===== src/rtl/transaction_tag_tracker_assert.svh =====
// Assertion macros for the tag tracker
`ifndef TRANSACTION_TAG_TRACKER_ASSERT_SVH
`define TRANSACTION_TAG_TRACKER_ASSERT_SVH
// a holds at every edge outside reset
`define TTT_ASSERT_ALWAYS(label, a) \
    label: assert property (@(posedge clk) disable iff (!rst_n) (a)) else $error("%m");
// a implies b at the same edge
`define TTT_ASSERT_IMPL(label, a, b) \
    label: assert property (@(posedge clk) disable iff (!rst_n) (a) |-> (b)) else $error("%m");
// a implies b at the next edge
`define TTT_ASSERT_NEXT(label, a, b) \
    label: assert property (@(posedge clk) disable iff (!rst_n) (a) |=> (b)) else $error("%m");
`endif


===== src/rtl/ttt_pkg.sv =====
// ----------------------------------------------------------------------------
// ttt_pkg
// Shared types and codes of the transaction tag tracker.
// ----------------------------------------------------------------------------
`default_nettype none
package ttt_pkg;
    localparam logic [1:0] CMD_ALLOC = 2'd0;
    localparam logic [1:0] CMD_WBEGIN = 2'd1;
    localparam logic [1:0] CMD_WEND = 2'd2;
    localparam logic [1:0] CMD_POST = 2'd3;

    localparam logic [2:0] ST_OK = 3'd0;
    localparam logic [2:0] ST_FAILED = 3'd1;
    localparam logic [2:0] ST_INVALID = 3'd2;
    localparam logic [2:0] ST_STALE = 3'd3;
    localparam logic [2:0] ST_TIMEOUT = 3'd4;

    localparam int FL_SCHED = 0;
    localparam int FL_ABAND = 1;
    localparam int FL_WAIT = 2;
    localparam int FL_DONE = 3;

    // controller -> datapath
    typedef struct packed {
        logic load;       // capture input item
        logic clear;      // table clearing pass after reset
        logic fetch;      // read the entry of the named tag
        logic scan_init;  // start allocate scan
        logic scan_step;  // issue/examine one tag
        logic exec;       // apply command and register the result
    } ctrl_t;

    // datapath -> controller
    typedef struct packed {
        logic is_alloc;
        logic scan_done;
        logic clr_done;
    } stat_t;
endpackage
`default_nettype wire


===== src/rtl/ttt_ctrl.sv =====
// ----------------------------------------------------------------------------
// ttt_ctrl
// Sequencer: table clear, load, optional scan, execute, deliver.
// ----------------------------------------------------------------------------
`default_nettype none
module ttt_ctrl (
    input  wire logic            clk,
    input  wire logic            rst_n,
    input  wire logic            in_valid,
    output logic                 in_ready,
    output logic                 out_valid,
    input  wire logic            out_ready,
    input  wire ttt_pkg::stat_t  stat,
    output ttt_pkg::ctrl_t       ctrl
);
    typedef enum logic [2:0] {S_CLEAR, S_IDLE, S_DEC, S_SCAN, S_EXEC, S_OUT} state_t;
    state_t state_reg;

    always_comb
    begin
        ctrl = '0;
        in_ready = (state_reg == S_IDLE);
        ctrl.load = in_valid && in_ready;
        ctrl.clear = (state_reg == S_CLEAR);
        ctrl.fetch = (state_reg == S_DEC);
        ctrl.scan_init = (state_reg == S_DEC) && stat.is_alloc;
        ctrl.scan_step = (state_reg == S_SCAN);
        ctrl.exec = (state_reg == S_EXEC);
    end

    always_ff @(posedge clk or negedge rst_n)
    begin
        if (!rst_n)
        begin
            state_reg <= S_CLEAR;
            out_valid <= 1'b0;
        end
        else
        begin
            case (state_reg)
                S_CLEAR: if (stat.clr_done) state_reg <= S_IDLE;
                S_IDLE: if (in_valid) state_reg <= S_DEC;
                S_DEC: state_reg <= stat.is_alloc ? S_SCAN : S_EXEC;
                S_SCAN: if (stat.scan_done) state_reg <= S_EXEC;
                S_EXEC:
                begin
                    state_reg <= S_OUT;
                    out_valid <= 1'b1;
                end
                S_OUT:
                    if (out_ready)
                    begin
                        out_valid <= 1'b0;
                        state_reg <= S_IDLE;
                    end
                default: state_reg <= S_IDLE;
            endcase
        end
    end
endmodule
`default_nettype wire


===== config.mk =====
export PLATFORM = sky130hd
export DESIGN_NAME = ttt_ctrl
export DESIGN_NICKNAME = d
export VERILOG_FILES = /design/src/rtl/transaction_tag_tracker_assert.svh /design/src/rtl/ttt_pkg.sv /design/src/rtl/ttt_ctrl.sv
export SDC_FILE = /design/constraint.sdc
export NUM_CORES = 1
export LEC_CHECK = 0
export BUFFER_PORTS_ARGS = -buffer_cell sky130_fd_sc_hd__buf_2
export CORE_AREA = 2 2 39 41
export DETAILED_ROUTE_END_ITERATION = 8
export DIE_AREA = 0 0 41 43
export PLACE_DENSITY = 0.44
export SYNTH_ARGS = -nofsm -noshare
export SYNTH_HDL_FRONTEND = slang
export SYNTH_SLANG_ARGS = --single-unit

===== constraint.sdc =====
create_clock -name clk -period 1.1 [get_ports clk]
set_clock_uncertainty 0.2 [all_clocks]
set_input_delay 0.165 -clock clk [delete_from_list [all_inputs] [get_ports clk]]
set_output_delay 0.165 -clock clk [all_outputs]
set_load 0.1 [all_outputs]

==> results.json <==
{
  "finalCriticalPeriod_ns": 1.613,
  "drcViolationCount": 0,
  "rows": 14,
  "hold_class": "primary input to flip-flop",
  "worstPathArrival_ns": 1.25,
  "antenna_left": 0,
  "yosysUniqueCellTypes": 19,
  "dr.first_iter.drc_count": 6,
  "gp_congestion": 0.7734,
  "cts_tree": "yes",
  "clk_pin_slew_ns": 0.04,
  "htree_levels": 1,
  "syn_area_um2": 301.5,
  "cp_max_fo": 7,
  "die_w_um": 41,
  "synth.ff_latch_count": 4,
  "seq_area_um2": 105.1,
  "multi_input_area_um2": 240.2,
  "status": "finished with violations",
  "violations": "negative setup slack",
  "synth_fp_nets": 38,
  "diodes": 0,
  "vias_per_cell": 4.560,
  "routedWlPerCell_um": 11.96,
  "fin_ws_ns": -0.5126,
  "largest_reg_flops": 3,
  "cap_violations": 0,
  "critPathKind": "flip-flop to primary output",
  "ys_seq_area_share_pct": 33.20,
  "drive_above_1_share_pct": 79.66,
  "start_util_pct": 21.79,
  "coreArea_um2": 1384,
  "track_usage_pct": 13.55,
  "antenna_found_initial": 0,
  "dr.pass1.iters": 3,
  "grt-ovfl-total": 0,
  "grt_setup_unrepaired": "yes",
  "clock-root-buffer": "clkbuf_4",
  "finalSetupViolations": 12,
  "portBuffers": 14,
  "final_nets": 67,
  "max_freq_ghz": 0.6201,
  "cp-start-kind": "flip-flop",
  "whs_ns": 0.03569,
  "syn-mean-instance-area_um2": 9.727,
  "cts.path.max_buffers": 2,
  "fillers": 126,
  "final_max_slew_viol_count": 0,
  "grt_pass1_vias": 379,
  "maxSlewHeadroom_pct": 83.93,
  "syn_inst": 31,
  "cp.required_ns": 0.73,
  "tightest_slew_ns": 0.2397,
  "die-area_um2": 1763,
  "area_delta_synth_final_pct": 133.6,
  "final_hold_viol_count": 0,
  "place_ws_ns": -0.3467,
  "grt_max_degree": 8,
  "grt_first_pass_wirelength_mm": 1.573,
  "end_kind": "primary output",
  "cts_buffers": 3,
  "insertion_delay_ns": 0.24,
  "vias": 342,
  "fin_crit_sh_pct": 146.6,
  "dp_hpwl_um": 616.2,
  "ios": 15,
  "cts_sinks": 4,
  "yosysWarnings": 0,
  "drt_wl_total_um": 897,
  "fp.dieH_um": 43
}
## what timing repair did
| item | 4_1_cts | 5_1_grt |
|---|---|---|
| resized for setup | 14 | 3 |
| setup buffers | 5 | 2 |
| endpoints found under the hold margin | 4 | 0 |
| hold buffers | 1 | 0 |
| pin swaps | 6 | 2 |
| endpoints found under the setup margin | 12 | 12 |
## Yosys cell counts
cell / n / area share (%)
a32oi_1: 1 / 2.9
dfrtp_1: 4 / 33
a32o_1: 1 / 3.3
nor3b_2: 1 / 4.1
nor2_1: 2 / 2.5
buf_6: 2 / 7.5
and3_1: 1 / 2.1
nand3b_1: 1 / 2.5
a21oi_1: 1 / 1.7
mux2i_1: 1 / 3.3
buf_2: 1 / 1.7
and2_1: 3 / 6.2
or2_1: 1 / 2.1
o2bb2ai_1: 1 / 2.9
nand2b_1: 5 / 10
nor3_1: 1 / 1.7
a311oi_2: 1 / 5.0
nor2b_1: 2 / 4.1
a21oi_2: 1 / 2.9
## through the flow
stage,setup TNS [ns],utilization (%),instance area (µm²),std cells
2_1_floorplan,-4.590,-,327.8,31
3_3_place_gp,-2.750,40.14,555.5,64
3_5_place_dp,-2.968,40.14,555.5,64
4_1_cts,-4.294,49.28,681.9,74
5_1_grt,-4.872,50.90,704.4,75
6_report,-4.379,50.90,704.4,75
## critical path, stage by stage (launching register included)
cell and delay (ns):
dfrtp_2 0.47, nor3b_4 0.20, and2_4 0.17, buf_12 0.16
## logic make-up (layout without fill, tap and decap cells)
| group | count (synthesis) | count (layout) | synth area share [%] |
|---|---|---|---|
| DFF | 4 | 4 | 33.20 |
| AOI/OAI and AO/OA | 6 | 6 | 18.67 |
| buffers and inverters | 3 | 31 | 9.127 |
| and+or+nand+nor | 17 | 17 | 35.69 |
| muxes | 1 | 1 | 3.320 |
## cells in the final DEF (no fill, tap or decap)
cell type	n
o2bb2ai_2	1
nand3b_1	1
buf_6	6
a32oi_1	1
a21oi_1	1
clkbuf_1	1
buf_2	6
a311oi_2	1
and3_4	1
buf_12	8
nand2b_1	2
nand2b_4	3
nor2b_1	2
a21oi_2	1
buf_4	6
clkbuf_4	3
mux2i_1	1
or2_1	1
nor3b_4	1
and2_4	2
a32o_1	1
dlygate4sd3_1	1
and2_2	1
dfrtp_2	4
nor3_2	1
nor2_4	2
## final cells by class
type | count | share of cell area, %
Tap cell | 16 | 2.842
Timing Repair Buffer | 27 | 44.40
Sequential cell | 4 | 14.92
Clock buffer | 4 | 3.730
Multi-Input combinational cell | 24 | 34.10
## layer usage
layer / track usage (%) / vias to the layer above / share of wire [%]
li1: - / 164 / -
met5: 0 / - / 0
met2: 24.69 / 9 / 61
met3: 1.571 / 2 / 3.2
met1: 13.16 / 167 / 33
met4: 8.000 / 0 / 2.7
## worst paths after layout
path / to / from / cells past startpoint / slack [ns]
setup / recovery: ctrl[5] / state_reg[2] / 3 / -0.51
hold / removal: state_reg[1] / in_valid / 3 / 0.04
setup reg to reg: state_reg[2] / state_reg[1] / 4 / -0.26
hold reg to reg: out_valid / out_valid / 2 / 0.42
max in group asynchronous: state_reg[2] / rst_n / 2 / 0.52
min in group asynchronous: out_valid / rst_n / 2 / 0.05
Power is left out: the tool's default activity adds up to more than one toggle a clock period on the data nets, which glitch-free logic cannot reach.
